==> src/rtl/dedb_pkg.sv <==
// Shared types, constants and helpers for the deduplicating event buffer.
// No dependencies; imported by every module of the block.
package dedb_pkg;

    localparam int SLOTS_DEF     = 32;
    localparam int MAX_BYTES_DEF = 8;

    // result kinds
    localparam logic [2:0] KIND_STORED = 3'd0;
    localparam logic [2:0] KIND_DUP    = 3'd1;
    localparam logic [2:0] KIND_FULL   = 3'd2;
    localparam logic [2:0] KIND_EMIT   = 3'd3;
    localparam logic [2:0] KIND_IDLE   = 3'd4;

    // configuration register indexes
    localparam logic [1:0] CFG_FLUSH_PERIOD = 2'd0;
    localparam logic [1:0] CFG_OVF_LEVEL    = 2'd1;
    localparam logic [1:0] CFG_OVF_MODULE   = 2'd2;

    localparam logic [7:0] FLUSH_PERIOD_RST = 8'd20;
    localparam logic [7:0] OVF_LEVEL_RST    = 8'd1;
    localparam logic [7:0] OVF_MODULE_RST   = 8'd0;

    // overflow marker entry
    localparam logic [7:0]  OVF_FUNC = 8'd24;
    localparam logic [3:0]  OVF_LEN  = 4'd4;
    localparam logic [63:0] OVF_PAY  = 64'd1;

    typedef struct packed {
        logic [3:0] len;
        logic [7:0] func;
        logic [7:0] modl;
        logic [7:0] lev;
    } hdr_t;

    // ones over the first len bytes
    function automatic logic [63:0] byte_mask(input logic [3:0] len);
        logic [63:0] m;
        if (len >= 4'd8) begin
            m = '1;
        end else begin
            m = ~({64{1'b1}} << {len[2:0], 3'b000});
        end
        return m;
    endfunction

endpackage

==> src/rtl/dedb_slot_mem.sv <==
// Slot table storage: header and payload memories, one write and one read port.
// Depends on dedb_pkg for the header type.
module dedb_slot_mem import dedb_pkg::*; #(
    parameter int SLOTS = SLOTS_DEF,
    localparam int IW   = $clog2(SLOTS)
) (
    input  logic          aclk,
    input  logic          we,
    input  logic [IW-1:0] waddr,
    input  hdr_t          whdr,
    input  logic [63:0]   wpay,
    input  logic [IW-1:0] raddr,
    output hdr_t          rhdr,
    output logic [63:0]   rpay
);

    hdr_t        hdr_mem [SLOTS];
    logic [63:0] pay_mem [SLOTS];
    hdr_t        rhdr_reg;
    logic [63:0] rpay_reg;

    always_ff @(posedge aclk) begin
        if (we) begin
            hdr_mem[waddr] <= whdr;
            pay_mem[waddr] <= wpay;
        end
    end

    always_ff @(posedge aclk) begin
        rhdr_reg <= hdr_mem[raddr];
        rpay_reg <= pay_mem[raddr];
    end

    assign rhdr = rhdr_reg;
    assign rpay = rpay_reg;

endmodule

==> src/rtl/dedb_match.sv <==
// Shared compare unit: duplicate test of a stored slot against the posted event,
// and the length-masked payload of the slot for emission. Depends on dedb_pkg.
module dedb_match import dedb_pkg::*; (
    input  logic [7:0]  key_lev,
    input  logic [7:0]  key_mod,
    input  logic [7:0]  key_func,
    input  logic [63:0] key_pay,
    input  hdr_t        st_hdr,
    input  logic [63:0] st_pay,
    output logic        hit,
    output logic [63:0] emit_pay
);

    logic [63:0] mask;

    // compare runs over the stored entry's own byte count
    assign mask     = byte_mask(st_hdr.len);
    assign emit_pay = st_pay & mask;
    assign hit      = (st_hdr.lev == key_lev) && (st_hdr.modl == key_mod)
                   && (st_hdr.func == key_func) && (((st_pay ^ key_pay) & mask) == 64'd0);

endmodule

==> src/rtl/dedup_event_buffer.sv <==
// Deduplicating event buffer. Post: the table is scanned through the slot memory port,
// one slot read per cycle, then the result goes to the result register; a post into a
// full table and a tick go straight to the result register; flush: one cycle per empty
// slot, and each emitted beat waits out any output stall.
// One item at a time; a finished result may wait in the output register.
// Reset (synchronous, aresetn low) clears valid bits and counters and loads the
// register defaults; slot memory contents are left undefined, no clearing pass.
module dedup_event_buffer import dedb_pkg::*; #(
    parameter int SLOTS     = SLOTS_DEF,
    parameter int MAX_BYTES = MAX_BYTES_DEF
) (
    input  logic        aclk,
    input  logic        aresetn,
    input  logic        s_valid,
    output logic        s_ready,
    input  logic        s_op,
    input  logic [7:0]  s_level,
    input  logic [7:0]  s_module_req,
    input  logic [7:0]  s_func_code,
    input  logic [3:0]  s_data_len,
    input  logic [63:0] s_payload,
    input  logic        s_link_ready,
    output logic        m_valid,
    input  logic        m_ready,
    output logic [2:0]  m_kind,
    output logic [7:0]  m_out_level,
    output logic [7:0]  m_out_module,
    output logic [7:0]  m_out_func,
    output logic [3:0]  m_out_len,
    output logic [63:0] m_out_payload,
    output logic        m_last,
    input  logic        cfg_we,
    input  logic [1:0]  cfg_index,
    input  logic [7:0]  cfg_data
);

    localparam int IW = $clog2(SLOTS);
    localparam logic [IW-1:0] LAST_IDX = IW'(SLOTS - 1);
    localparam logic [IW-1:0] SCAN_END = IW'(SLOTS - 2);

    localparam logic [2:0] ST_IDLE = 3'd0;
    localparam logic [2:0] ST_SCAN = 3'd1;
    localparam logic [2:0] ST_RESP = 3'd2;
    localparam logic [2:0] ST_FRD  = 3'd3;
    localparam logic [2:0] ST_FEM  = 3'd4;

    logic [2:0]       state_reg, state_next;
    logic [IW-1:0]    addr_reg, addr_next;
    logic [IW-1:0]    cmp_idx_reg, cmp_idx_next;
    logic             cmp_vld_reg, cmp_vld_next;
    logic             free_found_reg, free_found_next;
    logic [IW-1:0]    free_idx_reg, free_idx_next;
    logic [SLOTS-1:0] valid_reg, valid_next;
    logic [IW-1:0]    used_reg, used_next;
    logic [7:0]       tick_reg, tick_next;
    logic [2:0]       res_kind_reg, res_kind_next;

    logic [7:0] period_reg, ovf_lev_reg, ovf_mod_reg;

    // latched input beat
    logic [7:0]  in_lev_reg, in_mod_reg, in_func_reg;
    logic [3:0]  in_len_reg;
    logic [63:0] in_pay_reg;
    logic [3:0]  len_clamp;

    logic        m_valid_reg;
    logic [2:0]  m_kind_reg;
    hdr_t        m_hdr_reg;
    logic [63:0] m_pay_reg;
    logic        m_last_reg;

    logic        out_free, out_load;
    logic [2:0]  o_kind;
    hdr_t        o_hdr;
    logic [63:0] o_pay;
    logic        o_last;

    logic          mem_we;
    logic [IW-1:0] mem_waddr;
    hdr_t          mem_whdr;
    logic [63:0]   mem_wpay;
    hdr_t          rd_hdr;
    logic [63:0]   rd_pay;

    logic        hit;
    logic [63:0] emit_pay;
    logic        s_accept;
    logic        slot_v;
    logic        later_valid;
    logic [7:0]  tick_inc;

    assign s_ready  = (state_reg == ST_IDLE);
    assign s_accept = s_valid && s_ready;
    assign out_free = !m_valid_reg || m_ready;
    assign len_clamp = (s_data_len > 4'(MAX_BYTES)) ? 4'(MAX_BYTES) : s_data_len;
    assign slot_v    = valid_reg[cmp_idx_reg];
    assign later_valid = |((valid_reg >> addr_reg) >> 1);
    assign tick_inc  = tick_reg + 8'd1;

    dedb_slot_mem #(.SLOTS(SLOTS)) u_mem (
        .aclk  (aclk),
        .we    (mem_we),
        .waddr (mem_waddr),
        .whdr  (mem_whdr),
        .wpay  (mem_wpay),
        .raddr (addr_reg),
        .rhdr  (rd_hdr),
        .rpay  (rd_pay)
    );

    dedb_match u_match (
        .key_lev  (in_lev_reg),
        .key_mod  (in_mod_reg),
        .key_func (in_func_reg),
        .key_pay  (in_pay_reg),
        .st_hdr   (rd_hdr),
        .st_pay   (rd_pay),
        .hit      (hit),
        .emit_pay (emit_pay)
    );

    always_comb begin
        state_next      = state_reg;
        addr_next       = addr_reg;
        cmp_idx_next    = cmp_idx_reg;
        cmp_vld_next    = cmp_vld_reg;
        free_found_next = free_found_reg;
        free_idx_next   = free_idx_reg;
        valid_next      = valid_reg;
        used_next       = used_reg;
        tick_next       = tick_reg;
        res_kind_next   = res_kind_reg;
        mem_we          = 1'b0;
        mem_waddr       = LAST_IDX;
        mem_whdr        = '0;
        mem_wpay        = '0;
        out_load        = 1'b0;
        o_kind          = res_kind_reg;
        o_hdr           = '0;
        o_pay           = '0;
        o_last          = 1'b1;

        unique case (state_reg)
            ST_IDLE: begin
                if (s_accept) begin
                    if (!s_op) begin
                        if (used_reg >= LAST_IDX) begin
                            // table full: load the overflow marker into the reserved slot
                            mem_we        = 1'b1;
                            mem_waddr     = LAST_IDX;
                            mem_whdr      = '{len: OVF_LEN, func: OVF_FUNC,
                                              modl: ovf_mod_reg, lev: ovf_lev_reg};
                            mem_wpay      = OVF_PAY;
                            valid_next[LAST_IDX] = 1'b1;
                            res_kind_next = KIND_FULL;
                            state_next    = ST_RESP;
                        end else begin
                            addr_next       = '0;
                            cmp_vld_next    = 1'b0;
                            free_found_next = 1'b0;
                            state_next      = ST_SCAN;
                        end
                    end else begin
                        if (tick_inc >= period_reg) begin
                            tick_next = '0;
                            if (s_link_ready && (used_reg != '0)) begin
                                addr_next  = '0;
                                state_next = ST_FRD;
                            end else begin
                                res_kind_next = KIND_IDLE;
                                state_next    = ST_RESP;
                            end
                        end else begin
                            tick_next     = tick_inc;
                            res_kind_next = KIND_IDLE;
                            state_next    = ST_RESP;
                        end
                    end
                end
            end
            ST_SCAN: begin
                // read of addr_reg issued now, compare of the slot read last cycle
                cmp_idx_next = addr_reg;
                cmp_vld_next = 1'b1;
                if (addr_reg != LAST_IDX) begin
                    addr_next = addr_reg + 1'b1;
                end
                if (cmp_vld_reg) begin
                    if (slot_v && hit) begin
                        res_kind_next = KIND_DUP;
                        state_next    = ST_RESP;
                    end else begin
                        if (!slot_v && !free_found_reg) begin
                            free_found_next = 1'b1;
                            free_idx_next   = cmp_idx_reg;
                        end
                        if (cmp_idx_reg == SCAN_END) begin
                            if (free_found_reg || !slot_v) begin
                                mem_we    = 1'b1;
                                mem_waddr = free_found_reg ? free_idx_reg : cmp_idx_reg;
                                mem_whdr  = '{len: in_len_reg, func: in_func_reg,
                                              modl: in_mod_reg, lev: in_lev_reg};
                                mem_wpay  = in_pay_reg & byte_mask(in_len_reg);
                                valid_next[mem_waddr] = 1'b1;
                                used_next     = used_reg + 1'b1;
                                res_kind_next = KIND_STORED;
                            end else begin
                                res_kind_next = KIND_FULL;
                            end
                            state_next = ST_RESP;
                        end
                    end
                end
            end
            ST_RESP: begin
                if (out_free) begin
                    out_load   = 1'b1;
                    state_next = ST_IDLE;
                end
            end
            ST_FRD: begin
                if (valid_reg[addr_reg]) begin
                    state_next = ST_FEM;
                end else if (addr_reg == LAST_IDX) begin
                    state_next = ST_IDLE;
                end else begin
                    addr_next = addr_reg + 1'b1;
                end
            end
            ST_FEM: begin
                if (out_free) begin
                    out_load = 1'b1;
                    o_kind   = KIND_EMIT;
                    o_hdr    = rd_hdr;
                    o_pay    = emit_pay;
                    o_last   = !later_valid;
                    valid_next[addr_reg] = 1'b0;
                    // clearing the overflow slot leaves the count alone
                    if ((addr_reg != LAST_IDX) && (used_reg != '0)) begin
                        used_next = used_reg - 1'b1;
                    end
                    if (!later_valid) begin
                        state_next = ST_IDLE;
                    end else begin
                        addr_next  = addr_reg + 1'b1;
                        state_next = ST_FRD;
                    end
                end
            end
            default: begin
                state_next = ST_IDLE;
            end
        endcase
    end

    always_ff @(posedge aclk) begin
        if (!aresetn) begin
            state_reg      <= ST_IDLE;
            addr_reg       <= '0;
            cmp_idx_reg    <= '0;
            cmp_vld_reg    <= 1'b0;
            free_found_reg <= 1'b0;
            free_idx_reg   <= '0;
            valid_reg      <= '0;
            used_reg       <= '0;
            tick_reg       <= '0;
            res_kind_reg   <= KIND_IDLE;
            m_valid_reg    <= 1'b0;
        end else begin
            state_reg      <= state_next;
            addr_reg       <= addr_next;
            cmp_idx_reg    <= cmp_idx_next;
            cmp_vld_reg    <= cmp_vld_next;
            free_found_reg <= free_found_next;
            free_idx_reg   <= free_idx_next;
            valid_reg      <= valid_next;
            used_reg       <= used_next;
            tick_reg       <= tick_next;
            res_kind_reg   <= res_kind_next;
            if (out_load) begin
                m_valid_reg <= 1'b1;
            end else if (m_ready) begin
                m_valid_reg <= 1'b0;
            end
        end
    end

    always_ff @(posedge aclk) begin
        if (!aresetn) begin
            period_reg  <= FLUSH_PERIOD_RST;
            ovf_lev_reg <= OVF_LEVEL_RST;
            ovf_mod_reg <= OVF_MODULE_RST;
        end else if (cfg_we) begin
            unique case (cfg_index)
                CFG_FLUSH_PERIOD: period_reg  <= cfg_data;
                CFG_OVF_LEVEL:    ovf_lev_reg <= cfg_data;
                CFG_OVF_MODULE:   ovf_mod_reg <= cfg_data;
                default: begin
                end
            endcase
        end
    end

    always_ff @(posedge aclk) begin
        if (s_accept) begin
            in_lev_reg  <= s_level;
            in_mod_reg  <= s_module_req;
            in_func_reg <= s_func_code;
            in_len_reg  <= len_clamp;
            in_pay_reg  <= s_payload;
        end
        if (out_load) begin
            m_kind_reg <= o_kind;
            m_hdr_reg  <= o_hdr;
            m_pay_reg  <= o_pay;
            m_last_reg <= o_last;
        end
    end

    assign m_valid       = m_valid_reg;
    assign m_kind        = m_kind_reg;
    assign m_out_level   = m_hdr_reg.lev;
    assign m_out_module  = m_hdr_reg.modl;
    assign m_out_func    = m_hdr_reg.func;
    assign m_out_len     = m_hdr_reg.len;
    assign m_out_payload = m_pay_reg;
    assign m_last        = m_last_reg;

endmodule
==> config.mk <==
export PLATFORM = sky130hd
export DESIGN_NAME = dedup_event_buffer
export DESIGN_NICKNAME = d
export VERILOG_FILES = /design/src/rtl/dedb_pkg.sv /design/src/rtl/dedb_slot_mem.sv /design/src/rtl/dedb_match.sv /design/src/rtl/dedup_event_buffer.sv
export SDC_FILE = /design/constraint.sdc
export NUM_CORES = 2
export LEC_CHECK = 0
export CORE_UTILIZATION = 30
export DETAILED_ROUTE_END_ITERATION = 10
export DONT_BUFFER_PORTS = 1
export HOLD_SLACK_MARGIN = 0.15
export SLEW_MARGIN = 10
export SYNTH_ARGS = -nofsm -noshare
export SYNTH_HDL_FRONTEND = slang
export SYNTH_SLANG_ARGS = --single-unit
export TNS_END_PERCENT = 50
==> constraint.sdc <==
create_clock -name aclk -period 17.5 [get_ports aclk]
set_input_delay 1.75 -clock aclk [delete_from_list [all_inputs] [get_ports aclk]]
set_output_delay 1.75 -clock aclk [all_outputs]
set_load 0.1 [all_outputs]
== Word-level counts from Yosys, hierarchy flattened ==
Memory sizes are Yosys's and may differ from the RTL's. A register that Yosys moved wholly into a read port is not among the register bits.
Index checks and enable logic that the tools add are counted.

* Bits in registers: 281
* Bits of input ports: 109
* Logic and storage cells: 246
* Output and inout bits: 98
* RAM bits: 2,944
* Memories kept: 2

{| class="wikitable"
|+ Memory list
! name !! depth !! bits a word !! read ports !! clocked after memory_dff !! write ports !! RTL line !! RTL
|-
| u_mem.pay_mem || 32 || 64 || 1 || 1 || 1 || dedb_slot_mem.sv:18 || <nowiki>logic [63:0] pay_mem [SLOTS];</nowiki>
|-
| u_mem.hdr_mem || 32 || 28 || 1 || 1 || 1 || dedb_slot_mem.sv:17 || <nowiki>hdr_t hdr_mem [SLOTS];</nowiki>
|}

* Muxes and demuxes: 114
* $lt $le $gt $ge: 10
* Reduce and logical (&&, ||, !) cells: 41
* Equal/unequal tests: 35
* $add $sub $neg: 4
* Bitwise logic cells: 10
* Shift operators: 3

{| class="wikitable"
|+ Operators with widths
! cell !! count
|-
| 64-bit two-way mux || 11
|-
| 64-bit bitwise AND || 3
|-
| 32-bit two-way mux || 5
|-
| 64-bit inverter || 2
|-
| 64-bit one-hot mux with 2 select lines || 1
|-
| 64-bit by 6-bit << shifter with 64-bit output (first input constant) || 2
|-
| 28-bit two-way mux || 4
|-
| 5-bit two-way mux || 22
|-
| 27-bit two-way mux || 3
|-
| 64-bit logical NOT || 1
|-
| 64-bit XOR || 1
|-
| 31-bit one-hot mux with 2 select lines || 1
|-
| 3-bit two-way mux || 20
|-
| 28-bit one-hot mux with 2 select lines || 1
|-
| 32-bit bitwise AND || 1
|-
| 32-bit inverter || 1
|-
| 32-bit bitwise OR || 1
|-
| 32-bit by 5-bit right shift with 32-bit output || 1
|-
| 31-bit OR reduction || 1
|-
| 1-bit two-way mux || 30
|-
| 2-bit != test (second input constant) || 14
|-
| 8-bit == test || 3
|-
| 5-bit one-hot mux with 4 select lines || 1
|-
| 5-bit by 6-bit < comparator with 1-bit output (second input constant) || 3
|-
| other kinds (47) || 84
|}

== Logic depth before layout (Yosys ltp) ==
* Depth after elaboration: 16
* Mapped depth: 14
* Depth with buffers taken out: 13

== By module ==
Synthesis repeated with hierarchy kept, for this count alone.

* Cells, all modules: 6,726
* Area total of the unflattened synthesis: 128,398.1 µm²

{| class="wikitable"
|+ By module, submodules not included
! module !! times used !! seq. area each (µm²) !! area each (µm²) !! cells each
|-
| dedb_slot_mem || 1 || 90,246.6 || 113,702.8 || 5,374
|-
| dedup_event_buffer || 1 || 7,507.2 || 13,220.2 || 1,155
|-
| dedb_match || 1 || 0.0 || 1,475.2 || 197
|}

== Worst setup path before layout ==
No wires, ideal clock.

* Kind: in2reg
* Start point: input port s_valid
* End point: memory u_mem.hdr_mem[31][0] (netlist name) (enable)
* Slack: 5,611 ps
* Data required time: 16,938 ps
* Stages on the path: 5
* Arrival: 11,328 ps
* Path buffers: 1
* Library setup time: 562 ps
* Cells stage by stage: inv_1 > nor3_1 > nor3b_1 > clkbuf_1 > o21bai_1

* Longest elaborated chain between the ends: 5

{| class="wikitable"
|+ Ends and longest elaborated chain
! what !! RTL line !! RTL
|-
| start: declaration || dedup_event_buffer.sv:14 || <nowiki>input logic s_valid,</nowiki>
|-
| 1-bit logical AND || dedup_event_buffer.sv:93 || <nowiki>assign s_accept = s_valid && s_ready;</nowiki>
|-
| named net s_accept || dedup_event_buffer.sv:87 || <nowiki>logic s_accept;</nowiki>
|-
| 1-bit two-way mux || dedup_event_buffer.sv:145 || <nowiki>if (s_accept) begin</nowiki>
|-
| 1-bit one-hot mux with 2 select lines || dedup_event_buffer.sv:143 || <nowiki>unique case (state_reg)</nowiki>
|-
| 1-bit two-way mux || dedb_slot_mem.sv:23 || <nowiki>if (we) begin</nowiki>
|-
| 1-bit two-way mux (not written as such) || dedb_slot_mem.sv:24 || <nowiki>hdr_mem[waddr] <= whdr;</nowiki>
|-
| end: declaration || dedb_slot_mem.sv:17 ||
|}

The timed path passes the listed nets, and every way through them passes these cells.

== Worst setup path in the final report ==
* Start point: register in_pay_reg[43]
* End point: memory u_mem.pay_mem[7][4] (enable)

* Longest elaborated chain between the ends: 10
* Elaborated cells between the ends (all ways): 13
* Those cells by class: 8 x mux; 2 x bitwise; 3 x reduce/logical

{| class="wikitable"
|+ Ends and longest elaborated chain
! what !! RTL line !! RTL
|-
| start: declaration || dedup_event_buffer.sv:63 || <nowiki>logic [63:0] in_pay_reg;</nowiki>
|-
| start signal: assignment || dedup_event_buffer.sv:310 || <nowiki>in_pay_reg <= s_payload;</nowiki>
|-
| 64-bit XOR * || dedb_match.sv:20 || <nowiki>&& (st_hdr.func == key_func) && (((st_pay ^ key_pay) & mask) == 64'd0);</nowiki>
|-
| 64-bit bitwise AND * || dedb_match.sv:20 ||
|-
| 64-bit logical NOT * || dedb_match.sv:20 ||
|-
| 1-bit logical AND * || dedb_match.sv:20 ||
|-
| 1-bit logical AND * || dedup_event_buffer.sv:189 || <nowiki>if (slot_v && hit) begin</nowiki>
|-
| 1-bit two-way mux || dedup_event_buffer.sv:189 ||
|-
| 1-bit two-way mux || dedup_event_buffer.sv:188 || <nowiki>if (cmp_vld_reg) begin</nowiki>
|-
| 1-bit one-hot mux with 2 select lines || dedup_event_buffer.sv:143 ||
|-
| 1-bit two-way mux || dedb_slot_mem.sv:23 ||
|-
| 1-bit two-way mux (not written as such) || dedb_slot_mem.sv:25 || <nowiki>pay_mem[waddr] <= wpay;</nowiki>
|-
| end: declaration || dedb_slot_mem.sv:18 ||
|}

Mark *: on every way between the ends. The rest lies on a longest branch, timed or not.

==> reports/metrics.cfg <==
[global_route]
busiest_layer=met2
antenna_found_initial=82
track_usage_pct=16.6
grt_overflow=0
grt_pass1_wl_um=502000
grt.met1_usage_pct=22.4
grt_pass1_vias=63000
met2_usage_pct=27.4
grt_max_degree=124
grt_util_met3_pct=3.00

[power_and_ir_drop]
pwr-share-comb_pct=2.5
p_total_uw=16400
ir_worst_vdd_v=0.000113
p_leak_uw=0.0403
p_int_uw=12800
p_per_area_nw_per_um2=113
clockPowerShare_pct=43.3
p_sw_uw=3620
pwr-share-seq_pct=54.3
p_sw_share_pct=22.0

[routing]
first_iter_violations=7845
num_vias=63600
final_antenna_net_count=0
routed_wl_um=362000
drt_pre_antenna_iters=6
drc=0
via_per_inst=5.27
wl_per_cell_um=30.0

[logic_synthesis]
yosysTopAreaCellShare_pct=74.0
ys_warn_count=0
ys_top_cells_by_count=3,132 x edfxtp_1, 755 x mux4_2, 266 x mux2i_1
ys.flop_type=edfxtp_1
synth_cell_type_count=75
synthArstFlopShare_pct=0
yosysSeqAreaShare_pct=77.0
synth_cells=5924
avgSynthCellArea_um2=21.4
post-synth-top-count-cell=edfxtp_1
syn-num-nets=6051
synth.area.top_cells=edfxtp_1 74%, mux4_2 13%, dfxtp_1 2.9%, mux2i_1 2.1%, a22oi_1 0.71%
synth.largest_area_cell=edfxtp_1
synth_edf_count=3132
synthesis.area_um2=127000
synth_seq_cells=3317

[finish]
nets=6226
top_regs=u_mem.pay_mem (2048), u_mem.hdr_mem (896)
drive_gt1_share_pct=23.2
areaGrowthSynthToFinish_pct=14.5
largest_register=u_mem.pay_mem
largest_register_ffs=2048
final_core_utilization_pct=34.6
fillers=38600

[clocking]
clock_sinks=3317
cts_setup_buffers=0
cts_root_buf=clkbuf_16
clk_latency_ns=0.95
htreeDepth=5
cts_tree=yes
max-clock-path-buffers=4
cts_buffers=339
holdBufCountCts=0
clk_pin_slew_ns=0.06
cts_resized=0

[floorplan]
io_pins=207
die_width_um=653
initial_core_util_pct=30.2
fp-row-count=238
core_area_um2=421000
die_h_um=653
dieArea_um2=426000

[sta]
max_slew_margin_pct=15.4
clock.fmax_mhz=157
post-route-period-util_pct=36.5
finalSetupTns_ns=0
skew_ns=0.0646
finalSetupViolations=0
slew_violations=0
hold_ws_ns=0.464
hold_violations=0
finalCriticalPeriod_ns=6.38
worst_slew_pin_slew_ns=1.27
rsz0062_at_grt=false

[setup_path]
cpPeakStageDelay_ns=0.99
cp-end-kind=register
start_kind=register
cp_max_fo=40
required_ns=18.02
arrival_ns=6.90
path_cells=xor2_1 > nor4_2 > a21oi_1 > or4_1 > o31ai_2 > a211oi_4 > buf_4 > nand2_1 > buf_4 > nor2_4 > buf_4 > buf_4
crit_top_cell=buf_4
cp_slowest_cell=a21oi_1
critPathKind=register to register

[flow_run]
timing.max_cap.violations=0

[placed_design]
numPortBuffers=0
dp_hpwl_um=202000
globalplace.congestion=0.799

[outcome]
status=complete, no violations

[worst_hold_path]
hold_path.class=register to register

[path summary, 6_finish.rpt]
check                                 from                            end  slack (ns)  cells past startpoint
hold reg to reg   tick_reg[7]$_SDFFE_PN0P_       tick_reg[7]$_SDFFE_PN0P_        0.46                      2
setup / recovery  in_pay_reg[43]$_DFFE_PP_  u_mem.pay_mem[7][4]$_DFFE_PP_       11.12                     12
hold / removal    tick_reg[7]$_SDFFE_PN0P_       tick_reg[7]$_SDFFE_PN0P_        0.46                      2
setup reg to reg  in_pay_reg[43]$_DFFE_PP_  u_mem.pay_mem[7][4]$_DFFE_PP_       11.12                     12
[cell families (layout without fill, tap and decap cells)]
| logic type | count (synthesis) | count (layout) | share of synthesized area [%] |
|---|---|---|---|
| flops | 3317 | 3317 | 77.0 |
| mux | 1035 | 1035 | 15.6 |
| simple gates | 583 | 583 | 2.35 |
| compound gates | 528 | 528 | 3.06 |
| buf+inv | 347 | 806 | 1.17 |
| xor+xnor | 96 | 96 | 0.662 |
| fa+ha+maj | 18 | 18 | 0.183 |
| other cells | 0 | 40 | 0 |
[critical path, delay by kind of cell, from the launching register on]
kind            cells  cell delay [ns]
xor+xnor            1             0.58
buf+inv             4             2.27
simple gates        4             1.25
flops               1             0.40
compound gates      3             1.37
[metal layers]
layer / routed length, µm / part of all wire [%]
met1: 145000 / 40
met2: 177000 / 49
met3: 30600 / 8.4
met4: 9430 / 2.6
met5: 126 / 0.035
[layout make-up]
cell class	instances	area [µm²]	share of cell area (%)
clock inverter	163	1530	1.05
timing repair buffer	153	1380	0.950
antenna	40	100	0.0688
inverter	28	118	0.0809
clock buffer	462	9310	6.40
sequential	3317	97800	67.2
tap	5640	7060	4.85
multi-input combinational	2260	28200	19.4
[cells in the final DEF, fill, tap and decap left out, drive strengths merged, types with 20 or more instances in the layout]
cell,netlist,routed
edfxtp,3132,3132
mux4,755,755
clkbuf,138,462
mux2i,267,267
dfxtp,185,185
buf,181,153
nand2,141,141
and2,130,130
a22oi,121,121
nor2,116,116
clkinv,1,115
xor2,91,91
o211ai,76,76
o22a,64,64
o21ai,59,59
a21oi,47,47
inv,27,45
and3,44,44
diode,0,40
o22ai,30,30
nand3,28,28
nor4,25,25
a32oi,22,22
a22o,20,20
[through the flow]
stage | instance area (µm²) | instances | setup slack, ns
floorplan | 127000 | 5924 | 5.61
global placement | 134000 | 11400 | 11.10
detailed placement | 134000 | 11400 | 11.23
CTS | 145000 | 12000 | 11.20
global route | 145000 | 12000 | 11.07
finish | 145000 | 12100 | 11.12
[power groups by stage]
stage	registers, µW	clock network [µW]	logic, µW
3_5_place_dp	9080	0	415
4_1_cts	8910	7220	416
5_1_grt	8920	7510	436
3_3_place_gp	9080	0	414
2_1_floorplan	9070	0	299
6_report	8910	7110	406
Note: power is estimated with default switching activity, not from simulation.
